===== src/rtl/core/assert_macros.svh =====
// Assertion helpers. Both expect clk and arst_n in scope.
`ifndef ASSERT_MACROS_SVH
`define ASSERT_MACROS_SVH

// Property that must hold at every edge outside reset.
`define ASSERT_AT(name, prop, msg) \
	name: assert property (@(posedge clk) disable iff (!arst_n) (prop)) else $error(msg);

// Consequent checked in the cycle after the antecedent.
`define ASSERT_NEXT(name, ante, cons, msg) \
	name: assert property (@(posedge clk) disable iff (!arst_n) (ante) |=> (cons)) else $error(msg);

`endif


===== src/rtl/core/bawf_pkg.sv =====
package bawf_pkg;

	localparam int VAL_W       = 16;
	localparam int GAP_W       = 8;
	localparam int SCORE_W     = 15;
	localparam int INDEX_W     = 6;
	localparam int CFG_INDEX_W = 2;

	typedef logic signed [VAL_W-1:0] val_t;

	// gap value at the band edge
	localparam val_t EDGE_GAP = '1;

	typedef enum logic {
		OP_PROCESS = 1'b0,
		OP_CLEAR   = 1'b1
	} op_t;

	typedef enum logic {
		DIR_RIGHT = 1'b0,
		DIR_DOWN  = 1'b1
	} dir_t;

	typedef enum logic [CFG_INDEX_W-1:0] {
		REG_GAP_OPEN   = 2'd0,
		REG_GAP_EXTEND = 2'd1
	} cfg_reg_t;

	typedef struct packed {
		val_t e;
		val_t f;
		val_t h;
	} entry_t;

	typedef struct packed {
		logic shift;
		logic wrap;
		logic clear;
	} cell_ctl_t;

	typedef struct packed {
		dir_t direction;
		dir_t prev_move;
		logic at_first;
		logic at_last;
	} pe_ctl_t;

	typedef struct packed {
		entry_t lst_prev;
		entry_t lst_here;
		entry_t lst_next;
		val_t   pen_prev;
		val_t   pen_here;
		val_t   pen_next;
	} taps_t;

	typedef struct packed {
		val_t e;
		val_t f;
		val_t h;
		val_t s;
		logic e_ext;
		logic f_ext;
	} cand_t;

	typedef struct packed {
		cand_t              cand;
		logic [INDEX_W-1:0] index;
		logic               last;
	} result_t;

endpackage


===== src/rtl/core/bawf_pe.sv =====
// Head-of-band compute: gap candidates, diagonal sum, clamped max.
module bawf_pe (
	input  bawf_pkg::pe_ctl_t                  ctl,
	input  bawf_pkg::taps_t                    taps,
	input  logic signed [bawf_pkg::VAL_W-1:0]  similarity,
	input  logic [bawf_pkg::GAP_W-1:0]         gap_open,
	input  logic [bawf_pkg::GAP_W-1:0]         gap_extend,
	output bawf_pkg::cand_t                    cand
);

	bawf_pkg::val_t   go_v;
	bawf_pkg::val_t   ge_v;
	bawf_pkg::entry_t src_e;
	bawf_pkg::entry_t src_f;
	bawf_pkg::val_t   ext_e, opn_e, ext_f, opn_f;
	logic             none_e, none_f, open_e, open_f;
	bawf_pkg::val_t   e, f, h, ef, efh;
	bawf_pkg::val_t   pen_sel;
	logic             use_pen;
	logic             down, same_move;

	assign go_v = $signed({{(bawf_pkg::VAL_W-bawf_pkg::GAP_W){1'b0}}, gap_open});
	assign ge_v = $signed({{(bawf_pkg::VAL_W-bawf_pkg::GAP_W){1'b0}}, gap_extend});

	assign down      = (ctl.direction == bawf_pkg::DIR_DOWN);
	assign same_move = (ctl.direction == ctl.prev_move);

	// horizontal gap: same position going right, one below going down
	assign src_e  = down ? taps.lst_prev : taps.lst_here;
	assign none_e = down && ctl.at_first;
	assign ext_e  = src_e.e - ge_v;
	assign opn_e  = src_e.h - go_v;
	assign open_e = (opn_e > ext_e);
	assign e      = none_e ? bawf_pkg::EDGE_GAP : (open_e ? opn_e : ext_e);

	// vertical gap: same position going down, one above going right
	assign src_f  = down ? taps.lst_here : taps.lst_next;
	assign none_f = !down && ctl.at_last;
	assign ext_f  = src_f.f - ge_v;
	assign opn_f  = src_f.h - go_v;
	assign open_f = (opn_f > ext_f);
	assign f      = none_f ? bawf_pkg::EDGE_GAP : (open_f ? opn_f : ext_f);

	always_comb begin
		use_pen = 1'b1;
		pen_sel = taps.pen_here;
		if (!same_move) begin
			pen_sel = taps.pen_here;
		end else if (!down && !ctl.at_last) begin
			pen_sel = taps.pen_next;
		end else if (down && !ctl.at_first) begin
			pen_sel = taps.pen_prev;
		end else begin
			use_pen = 1'b0;
		end
	end

	assign h   = use_pen ? similarity + pen_sel : similarity;
	assign ef  = (e > f) ? e : f;
	assign efh = (h > ef) ? h : ef;

	assign cand.e     = e;
	assign cand.f     = f;
	assign cand.h     = h;
	assign cand.s     = efh[bawf_pkg::VAL_W-1] ? '0 : efh;
	assign cand.e_ext = !none_e && !open_e;
	assign cand.f_ext = !none_f && !open_f;

endmodule


===== config.mk =====
export PLATFORM = sky130hd
export DESIGN_NAME = bawf_pe
export DESIGN_NICKNAME = d
export VERILOG_FILES = /design/src/rtl/core/assert_macros.svh /design/src/rtl/core/bawf_pkg.sv /design/src/rtl/core/bawf_pe.sv
export SDC_FILE = /design/constraint.sdc
export NUM_CORES = 1
export LEC_CHECK = 0
export ABC_AREA = 1
export BUFFER_PORTS_ARGS = -buffer_cell sky130_fd_sc_hd__buf_4
export CORE_MARGIN = 4
export CORE_UTILIZATION = 50
export DETAILED_ROUTE_END_ITERATION = 10
export PLACE_DENSITY = 0.9
export SLEW_MARGIN = 40
export SYNTH_ARGS = -nofsm -noshare
export SYNTH_HDL_FRONTEND = slang
export SYNTH_SLANG_ARGS = --single-unit

===== constraint.sdc =====
create_clock -name vclk -period 17.65
set_input_delay 3.53 -clock vclk [all_inputs]
set_output_delay 3.53 -clock vclk [all_outputs]
set_load 0.05 [all_outputs]

==> flow_summary.yaml <==
yosys:
  synth_compound_area_share_pct: 17.1
  synth_top_family_by_area: "simple AND/OR/NAND/NOR gates"
  ys_types: 51
  synth.area.mux_share_pct: 3.57
  synthesis.area_um2: 6460
  synth_fa_ha_area_share_pct: 23.1
  synth_simple_gate_area_share_pct: 35.9
  synth_warnings: 0
  post_syn_nets: 1456
  post_synth_xor_area_fraction_pct: 8.14
  postSynthCellCount: 1112
  synth_sequential_area_ratio_pct: 0
  syn_avg_cell_area_um2: 5.81
critical_path:
  cp.required_ns: 14.12
  worst-endpoint-arrival_ns: 13.14
  worst_path_max_delay_cell: "sky130_fd_sc_hd__a22oi_1"
  critical-path-max-stage-delay_ns: 0.52
  timing.critical_path.from_type: "input port"
  critical_path.max_fanout: 23
  most_frequent_cell_on_the_critical_path: "sky130_fd_sc_hd__nand2_1"
  crit_type: "in2out"
  critPathCaptureType: "primary output"
power_and_ir_drop:
  fin_total_pwr_mw: 1.20
  power.static_leakage_nw: 4.99
  power_per_cell_area_nw_per_um2: 140
  vdd.ir_drop.worst_mv: 0.154
clocking:
  post-cts-setup-buffers: 0
grt:
  grt_first_pass_wirelength_um: 35500
  grt_pass1_vias: 7846
  global_route.overflow_total: 0
  grt.total_usage_pct: 28.9
  initial_antenna_violation_count: 0
  grt_start_max_net_pins: 47
route:
  detail_route.iter0.violations: 456
  detailed_route_drc_error_count: 0
  vias_per_cell: 5.35
  drt_first_pass_iters: 5
  routed_wl_um: 22800
  number_of_antenna_violating_nets_in_the_routed_design: 0
  vias: 8143
  drt-wirelength-per-cell_um: 15.0
cells_and_area:
  mostFrequentLayoutCells: "sky130_fd_sc_hd__nand2_1, sky130_fd_sc_hd__buf_4, sky130_fd_sc_hd__inv_1"
  final_nets: 1697
  most_common_cell_after_layout_fill_and_taps_aside: "sky130_fd_sc_hd__nand2_1"
  seqCellArea_um2: 0
  final_design_area_no_fill_um2: 8540
  drive_above_1_share_pct: 22.7
  sequential_cell_total: 0
  area_growth_syn_to_layout_pct: 32.3
  clockBufferCount: 0
  n_antenna_cell: 0
  layoutNonFillerInstCount: 1523
floorplan:
  die_width_um: 122
  row_count: 41
  die_height_um: 122
  top_level_pins: 294
  die-area_um2: 14800
  core_area_um2: 12600
  floorplan.initialDensity_pct: 51.2
sta:
  unrepaired_setup_endpoints_after_global_routing: "false"
  setup_total_negative_slack_ns: 0
  timing.final.crit_share_pct: 94.4
  relSlewSlack_pct: 45.0
  fin_crit_ns: 16.67
  timing.fmax_mhz: 60.0
  setup_viol: 0
  drv_slew: 0
  finalHoldViolations: 0
  timing_worst_slew_pin_value_ns: 0.817
place:
  portBuffers: 261
  dp_cells: 1523
  routability_congestion_estimate: 1.01
  post-dp-hpwl_um: 20400
  placed_area_um2: 8540
run_status:
  run_status: "completed"
hold_path:
  min_path_type: "in2out"
run:
  maxCapViolations: 0
## synth_stat cells (5+ instances only)
cell type                  instances  area share, %
sky130_fd_sc_hd__and2_1           14            1.4
sky130_fd_sc_hd__mux2i_1          23            3.6
sky130_fd_sc_hd__a211oi_1          5           0.58
sky130_fd_sc_hd__ha_1            111             22
sky130_fd_sc_hd__nor3_1           12           0.93
sky130_fd_sc_hd__nand3_1          55            4.3
sky130_fd_sc_hd__nand2_1         294             17
sky130_fd_sc_hd__xnor2_1          17            2.3
sky130_fd_sc_hd__nor2_1           82            4.8
sky130_fd_sc_hd__buf_2             5           0.39
sky130_fd_sc_hd__o21a_1            5           0.58
sky130_fd_sc_hd__o22ai_1          22            2.1
sky130_fd_sc_hd__xor2_1           43            5.8
sky130_fd_sc_hd__a22oi_1          12            1.4
sky130_fd_sc_hd__a21oi_1          73            5.7
sky130_fd_sc_hd__o21ai_0          36            2.8
sky130_fd_sc_hd__o21bai_1         11            1.3
sky130_fd_sc_hd__clkbuf_1         17           0.99
sky130_fd_sc_hd__nand3_2           5           0.78
sky130_fd_sc_hd__fa_1              5            1.6
sky130_fd_sc_hd__or2_2            19            1.8
sky130_fd_sc_hd__inv_1           167            9.7
sky130_fd_sc_hd__nand4_1          32            3.1
## where the power goes
part	total (mW)	internal, mW	switching (mW)
Combinational	1.20	0.391	0.808
Sequential	0	0	0
Clock	0	0	0
## repair_timing
item / in CTS / in global routing
resized for setup: 0 / 1
endpoints found under the setup margin: 0 / 2
hold buffers: 0 / 0
## logic make-up (layout without fill, tap and decap cells)
family                   Yosys count  count (layout)
AND/OR/NAND/NOR                  527             527
buffers and inverters            201             440
AO/OA/AOI/OAI                    184             184
adder cells (fa/ha/maj)          116             116
XOR/XNOR                          60              60
multiplexers                      23              23
other                              1               1
## area by class of cell
type | instances | area, um2
multi-input cells | 911 | 5670
repair buffers | 267 | 2010
fillers | 1213 | 4080
well taps | 172 | 215
inverters | 173 | 649
## metrics by stage
step                      utilization (%)  worst slack (ns)  hold WS (ns)
after floorplan                         -             0.488          7.36
after global placement               67.7              1.13          7.46
after detailed placement             67.7             0.963          7.47
after CTS                            67.7             0.934          7.47
after global routing                 67.7           0.00203          7.49
final                                67.7             0.982          7.47
## routing by layer
metal	share of wire [%]	vias to the layer above	global-route usage [%]
met2	47	311	52.3
met1	41	3612	34.7
met3	7.9	61	3.57
li1	-	4159	-
met4	4.2	0	10.9
met5	0	-	0
## final timing paths
check | slack (ns) | startpoint | cells after the start | end
max | 0.98 | ctl[3] | 52 | cand[6]
min | 7.47 | similarity[15] | 3 | cand[33]
## critical path, delay by kind of cell
family          cells  cell delay, ns
fa+ha+maj           4            1.23
xor+xnor            1            0.22
compound gates     11            2.23
buf+inv            10            1.79
simple gates       26            4.09
Note: power is estimated with default switching activity, not from simulation.
