### src/rtl/core/assert_macros.svh
// Assertion helpers. Both expect clk and arst_n in scope.
`ifndef ASSERT_MACROS_SVH
`define ASSERT_MACROS_SVH

// Property that must hold at every edge outside reset.
`define ASSERT_AT(name, prop, msg) \
	name: assert property (@(posedge clk) disable iff (!arst_n) (prop)) else $error(msg);

// Consequent checked in the cycle after the antecedent.
`define ASSERT_NEXT(name, ante, cons, msg) \
	name: assert property (@(posedge clk) disable iff (!arst_n) (ante) |=> (cons)) else $error(msg);

`endif

### src/rtl/core/bawf_pkg.sv
package bawf_pkg;

	localparam int VAL_W       = 16;
	localparam int GAP_W       = 8;
	localparam int SCORE_W     = 15;
	localparam int INDEX_W     = 6;
	localparam int CFG_INDEX_W = 2;

	typedef logic signed [VAL_W-1:0] val_t;

	// gap value at the band edge
	localparam val_t EDGE_GAP = '1;

	typedef enum logic {
		OP_PROCESS = 1'b0,
		OP_CLEAR   = 1'b1
	} op_t;

	typedef enum logic {
		DIR_RIGHT = 1'b0,
		DIR_DOWN  = 1'b1
	} dir_t;

	typedef enum logic [CFG_INDEX_W-1:0] {
		REG_GAP_OPEN   = 2'd0,
		REG_GAP_EXTEND = 2'd1
	} cfg_reg_t;

	typedef struct packed {
		val_t e;
		val_t f;
		val_t h;
	} entry_t;

	typedef struct packed {
		logic shift;
		logic wrap;
		logic clear;
	} cell_ctl_t;

	typedef struct packed {
		dir_t direction;
		dir_t prev_move;
		logic at_first;
		logic at_last;
	} pe_ctl_t;

	typedef struct packed {
		entry_t lst_prev;
		entry_t lst_here;
		entry_t lst_next;
		val_t   pen_prev;
		val_t   pen_here;
		val_t   pen_next;
	} taps_t;

	typedef struct packed {
		val_t e;
		val_t f;
		val_t h;
		val_t s;
		logic e_ext;
		logic f_ext;
	} cand_t;

	typedef struct packed {
		cand_t              cand;
		logic [INDEX_W-1:0] index;
		logic               last;
	} result_t;

endpackage

### src/rtl/core/bawf_cell.sv
// One band position: antidiagonal under construction, last and penultimate.
module bawf_cell (
	input  logic                clk,
	input  logic                arst_n,
	input  bawf_pkg::cell_ctl_t ctl,
	input  bawf_pkg::entry_t    cur_in,
	input  bawf_pkg::entry_t    lst_in,
	input  bawf_pkg::val_t      pen_in,
	output bawf_pkg::entry_t    cur,
	output bawf_pkg::entry_t    lst,
	output bawf_pkg::val_t      pen
);

	bawf_pkg::entry_t cur_q;
	bawf_pkg::entry_t lst_q;
	bawf_pkg::val_t   pen_q;

	always_ff @(posedge clk) begin
		if (ctl.shift) begin
			cur_q <= cur_in;
		end
	end

	// last/pen rotate one place per cell; at the end of an antidiagonal
	// the finished line drops into last and last moves to pen
	always_ff @(posedge clk or negedge arst_n) begin
		if (!arst_n) begin
			lst_q <= '0;
			pen_q <= '0;
		end else if (ctl.clear) begin
			lst_q <= '0;
			pen_q <= '0;
		end else if (ctl.shift) begin
			if (ctl.wrap) begin
				lst_q <= cur_in;
				pen_q <= lst_in.h;
			end else begin
				lst_q <= lst_in;
				pen_q <= pen_in;
			end
		end
	end

	assign cur = cur_q;
	assign lst = lst_q;
	assign pen = pen_q;

endmodule

### config.mk
export PLATFORM = sky130hd
export DESIGN_NAME = bawf_cell
export DESIGN_NICKNAME = d
export VERILOG_FILES = /design/src/rtl/core/assert_macros.svh /design/src/rtl/core/bawf_pkg.sv /design/src/rtl/core/bawf_cell.sv
export SDC_FILE = /design/constraint.sdc
export NUM_CORES = 1
export LEC_CHECK = 0
export BUFFER_PORTS_ARGS = -buffer_cell sky130_fd_sc_hd__clkbuf_2
export CAP_MARGIN = 20
export CELL_PAD_IN_SITES_DETAIL_PLACEMENT = 1
export CELL_PAD_IN_SITES_GLOBAL_PLACEMENT = 2
export CORE_ASPECT_RATIO = 1.2
export CORE_MARGIN = 2
export CORE_UTILIZATION = 30
export CTS_CLUSTER_SIZE = 14
export DETAILED_ROUTE_END_ITERATION = 7
export PLACE_DENSITY = 0.9
export SLEW_MARGIN = 20
export SYNTH_ARGS = -nofsm -noshare
export SYNTH_HDL_FRONTEND = slang
export SYNTH_SLANG_ARGS = --single-unit
### constraint.sdc
create_clock -name clk -period 1.8 [get_ports clk]
set_clock_uncertainty 0.1 [all_clocks]
set_input_delay 0.09 -clock clk [delete_from_list [all_inputs] [get_ports clk]]
set_output_delay 0.09 -clock clk [all_outputs]
set_load 0.01 [all_outputs]
==> results of run 1 <==
[path summary, 6_finish.rpt]
path                       cells after the start       to  slack [ns]
max                                            5  pen[14]        0.29
min                                            2   lst[1]      -0.003
max reg2reg                                    2   lst[2]        0.89
min reg2reg                                    2  lst[44]        0.45
max in group asynchronous                      2  lst[21]        0.71
min in group asynchronous                      2  lst[46]        0.31
[state kept, by name, summed over array words and instances (netlist names)]
signal and flops:
pen 16, lst 48, cur 48
[kinds of logic after synthesis]
kind of cell | count (synthesis)
AO/OA/AOI/OAI | 64
buffers and inverters | 28
flip-flops | 112
multiplexers | 64
AND/OR/NAND/NOR | 64
[cells in the final DEF (no fill, tap or decap), drive strengths merged]
master / instances
bufinv: 1
diode: 2
dlygate4sd3: 110
clkbuf: 236
nor2: 64
mux2i: 64
a211oi: 64
edfxtp: 48
clkinv: 4
buf: 11
dfrtp: 64
[area by class of cell]
type	instances	area (sq um)	area share
Timing Repair Buffer	346	2364	0.3233
Clock buffer	11	232.7	0.03184
Tap cell	204	255.2	0.03492
Multi-Input combinational cell	192	1361	0.1862
Sequential cell	112	3043	0.4163
Antenna cell	2	5.005	0.0006847
Clock inverter	5	48.80	0.006676
[timing repair]
item | 4_1_cts | 5_1_grt
endpoints found under the hold margin | 166 | 0
hold buffers | 110 | 0
endpoints found under the setup margin | 0 | 0
[through the flow]
step	cell area [sq um]	hold WS, ns	power (W)	instances	setup slack (ns)
5_1_grt	7310	0.01430	0.006276	872	0.2115
3_3_place_gp	5922	0.1460	0.003836	744	0.6651
2_1_floorplan	4594	-0.3056	0.003393	332	0.8671
6_report	7310	-0.003394	0.006004	872	0.2850
4_1_cts	7305	0.0006855	0.006044	870	0.3431
3_5_place_dp	5922	0.1582	0.003871	744	0.5613
[critical path, delay by kind of cell]
family / cells / cell delay, ns
buffers and inverters: 3 / 1.24
AO/OA/AOI/OAI: 1 / 0.26
multiplexers: 1 / 0.07
[metal layers]
layer  vias up  routed length (microns)  track usage
met5         -                        0            0
met4         0                      653       0.1022
met3        43                      791      0.03005
met2       173                     8696       0.3599
met1      2010                     5994       0.2159
li1       1894                        -            -
[power by group]
part | total [W] | switching (W) | internal, W
Sequential | 0.00296 | 0.0000906 | 0.00287
Combinational | 0.00108 | 0.000552 | 0.000526
Clock | 0.00197 | 0.000898 | 0.00107
Total | 0.00600 | 0.00154 | 0.00446
==> results.yml, run 1 <==
floorplanning:
  core_area_sq_um: 14960
  die_area_sq_um: 16320
  io_pins: 229
  start_util: 0.3071
  die_w_microns: 117.0
  rows: 49
  die_h_microns: 139.6
timing:
  finalSetupViolCount: 0
  slew_viol_final: 0
  max_freq_mhz: 660.1
  fin_tns_setup_ns: 0
  rsz0062_at_grt: "no"
  tightestPinTransition_ns: 0.8708
  holdWs_ns: -0.003394
  slew_headroom: 0.4194
  hold_violations: 2
  period_share: 0.8417
  min_period_ns: 1.515
detailed_routing:
  ant_nets: 0
  post_drt_via_cell_ratio: 4.725
  vias: 4120
  drcViolationCount: 0
  wl_per_cell_microns: 18.50
  finalWirelength_mm: 16.14
  dr.pass1.iters: 4
  drtIter0Drc: 201
yosys:
  syn_avg_cell_area_sq_um: 13.84
  async_reset_ff_frac: 0.5714
  synth_top_family_by_area: "multiplexers"
  synth-compound-area-share: 0.1046
  yosysTopAreaCellShare: 0.3486
  synth_nets: 449
  seq_area_frac_synth: 0.6623
  muxShareOfSynthArea: 0.1394
  synth_adder_area_share: 0
  syn_inst: 332
  synth-xor-area-share: 0
  synth-seq-cells: 112
  syn_area_sq_um: 4594
  synthSimpleGateAreaFrac: 0.05229
  synth.area.top_cells: "dfrtp_1 35%, edfxtp_1 31%, mux2i_1 14%"
  ys.flop_type: "dfrtp_1"
  yosys.area.top_type: "dfrtp_1"
  synth_common_cells: "64 x a211oi_1, 64 x dfrtp_1, 64 x mux2i_1, 64 x nor2_1, 48 x edfxtp_1"
  ys_warn_count: 0
  synth_cell_types: 10
  synth-edff-count: 48
power:
  vdd_drop_max_mv: 0.3962
  p_per_area_nw_per_um2: 821.4
  p_leak_nw: 3.490
status:
  violations: "hold timing"
  status: "complete, but fails checks"
clock_network:
  numCtsBuffers: 9
  cts_resized: 0
  cts_tree: "done"
  clock_latency_ns: 0.34
  cts_setup_buffers: 0
  clockBufferDepth: 2
  h-tree-depth: 3
  clock_sink_count: 112
  clk_pin_slew_ns: 0.07
  cts_root_buffer: "clkbuf_16"
placement:
  place_congestion: 0.7865
  dp_hpwl_mm: 9.781
  port-buffer-count: 228
setup_path:
  path_cells: "dlygate4sd3_1 > clkbuf_2 > mux2i_1 > dlygate4sd3_1 > a211oi_1"
  cp-end-kind: "flop"
  cp_max_fo: 2
  cp.arrival_ns: 1.66
  crit_type: "input pin to flop"
  r2r-start: "lst[2]"
  startpoint: "lst_in[14]"
  slowest_stage: "dlygate4sd3_1"
  critPathMostFrequentCell: "dlygate4sd3_1"
  critPathMaxStageDelay_ns: 0.58
  cp-start-kind: "input pin"
  cp_data_required_time_ns: 1.94
global_route:
  antenna_found_initial: 2
  grt_max_degree: 65
  gr-total-overflow: 0
  grt_pass1_vias: 4660
  grt_pass1_wl_mm: 24.63
  grt_use_total: 0.1974
finish:
  fin_nets: 778
  n_fill_cell: 1648
  fin_util: 0.4886
  area_growth_pct: 59.10
  drive_gt1_frac: 0.3739
run:
  maxCapViolations: 0
hold_path:
  hp-class: "input pin to flop"
  hold_path_startpoint: "ctl[0]"
Note: power is estimated with default switching activity, not from simulation.
==> run 2: changes to the inputs <==
--- a/config.mk
+++ b/config.mk
@@ -11,10 +11,10 @@
 export CELL_PAD_IN_SITES_GLOBAL_PLACEMENT = 2
 export CORE_ASPECT_RATIO = 1.2
 export CORE_MARGIN = 2
-export CORE_UTILIZATION = 30
+export CORE_UTILIZATION = 28
 export CTS_CLUSTER_SIZE = 14
 export DETAILED_ROUTE_END_ITERATION = 7
-export PLACE_DENSITY = 0.9
+export PLACE_DENSITY = 0.85
 export SLEW_MARGIN = 20
 export SYNTH_ARGS = -nofsm -noshare
 export SYNTH_HDL_FRONTEND = slang
==> constraint.sdc (replaced) <==
create_clock -name clk -period 1.5 [get_ports clk]
set_clock_uncertainty 0.1 [all_clocks]
set_input_delay 0.075 -clock clk [delete_from_list [all_inputs] [get_ports clk]]
set_output_delay 0.075 -clock clk [all_outputs]
set_load 0.01 [all_outputs]
==> run 2 against run 1 <==
Net effect: the run now ends clean; first-iteration DRC count is 6.5% lower; register-to-register slack got worse by 0.30 ns; setup slack got worse by 0.25 ns; largest power group unchanged; flip-flop and latch count unchanged; global-route usage is 0.84 points lower; cell count rose by 1.8%; combinational power rose by 24%.
==> results.yml, run 2 (synthesized netlist as in run 1, its figures left out) <==
setup_path:
  reg2reg_to: "lst[40]"
  cp-start-kind: "input pin"
  crit_type: "input pin to flop"
  rr_worst_depth: 2
  r2r_slack_ns: 0.59
  cp-end-kind: "flop"
  cp.arrival_ns: 1.62
  cp_max_fo: 2
  r2r-start: "lst[40]"
  cp_data_required_time_ns: 1.66
power:
  switching_share: 0.2596
  p_leak_nw: 3.555
  p_per_area_nw_per_um2: 982.3
  power_frac_seq: 0.484
  clkPwrFrac: 0.333
  intPower_w: 0.005430
  p_sw_w: 0.001904
  total_power_w: 0.007334
  vdd_drop_max_mv: 0.6819
  pwr-share-comb: 0.183
clock_network:
  clockBufferDepth: 2
  cts_tree: "done"
  clk_pin_slew_ns: 0.07
  h-tree-depth: 3
  cts_setup_buffers: 0
  clock_sink_count: 112
  cts_root_buffer: "clkbuf_16"
  numCtsBuffers: 9
  clock_latency_ns: 0.34
floorplanning:
  core_area_sq_um: 16140
  start_util: 0.2846
  die_area_sq_um: 17450
  io_pins: 229
  rows: 51
  die_h_microns: 144.3
  die_w_microns: 120.9
hold_path:
  hold_path_startpoint: "lst_in[21]"
  hold_depth: 3
  hold_end: "lst[21]"
  hp-class: "input pin to flop"
finish:
  final_cell_mix: "225 x clkbuf_2, 113 x dlygate4sd3_1, 64 x mux2i_1, 64 x nor2_1, 64 x dfrtp_1"
  antennaDiodeCount: 0
  drive_gt1_frac: 0.3846
  fin_nets: 788
  area_growth_pct: 62.50
  layout_commonest_cell: "clkbuf_2"
run:
  maxCapViolations: 0
detailed_routing:
  dr.pass1.iters: 4
  finalWirelength_mm: 16.63
  vias: 4183
  ant_nets: 0
  wl_per_cell_microns: 18.72
  drtIter0Drc: 188
  post_drt_via_cell_ratio: 4.711
  drcViolationCount: 0
timing:
  slew_viol_final: 0
  finalSetupViolCount: 0
  rsz0062_at_grt: "no"
  max_freq_mhz: 681.3
  tightestPinTransition_ns: 0.4502
  hold_violations: 0
  slew_headroom: 0.6998
  fin_tns_setup_ns: 0
  period_share: 0.9786
  min_period_ns: 1.468
global_route:
  grt_use_total: 0.1889
  grt_pass1_vias: 4696
  antenna_found_initial: 0
  grt_pass1_wl_mm: 25.20
  gr-total-overflow: 0
  grt_max_degree: 65
status:
  status: "completed"
placement:
  dp_hpwl_mm: 10.02
  port-buffer-count: 228
  place_congestion: 0.7861
-- run 2: worst max-delay path: stages --
cell and delay (ns):
dlygate4sd3_1 0.54, clkbuf_2 0.12, mux2i_1 0.06, dlygate4sd3_1 0.59, a211oi_2 0.24
-- run 2: power groups by stage --
stage                     Sequential (W)  Clock (W)  Combinational (W)
after floorplan                  0.00371          0           0.000361
after global placement           0.00360          0            0.00104
final                            0.00355    0.00244            0.00134
after detailed placement         0.00361          0            0.00107
after global routing             0.00358    0.00265            0.00145
after CTS                        0.00355    0.00250            0.00131
-- run 2: repair_timing --
action,CTS,global route
gates resized for setup,0,3
endpoints found under the hold margin,172,1
hold buffers,113,1
setup endpoints to repair,0,3
-- run 2: final cells by class --
type | count | area (sq um)
Multi-Input combinational cell | 192 | 1376
Clock inverter | 6 | 58.81
Fill cell | 1752 | 8678
Clock buffer | 10 | 239.0
Sequential cell | 112 | 3043
Tap cell | 212 | 265.3
Timing Repair Buffer | 356 | 2484
-- run 2: metrics by stage --
step                instances    util  hold slack [ns]  setup WS [ns]  cell area (sq um)
finish                    888  0.4625          0.01218        0.03213               7466
global placement          759  0.3730         -0.05438         0.3647               6022
floorplan                 332       -          -0.3206         0.5821               4594
global route              888  0.4625         0.009806       0.007008               7466
CTS                       888  0.4615         0.003349        0.07419               7451
detailed placement        759  0.3730         -0.04583         0.2172               6022
-- run 2: how the worst max path moves through the flow --
stage	start	to	slack [ns]	cells past startpoint
after global placement	ctl[2]	lst[24]	0.36	4
after detailed placement	ctl[2]	lst[28]	0.22	4
after CTS	lst_in[12]	pen[12]	0.07	5
final	lst_in[11]	pen[11]	0.03	5
after global routing	lst_in[11]	pen[11]	0.007	5
after floorplan	ctl[0]	lst[26]	0.58	3
-- run 2: per-layer routing --
layer	GRT usage	vias up	wire (microns)
met3	0.04259	47	878
met4	0.08507	0	659
met2	0.3427	165	8831
met1	0.2101	2049	6258
li1	-	1922	-
met5	0	-	0
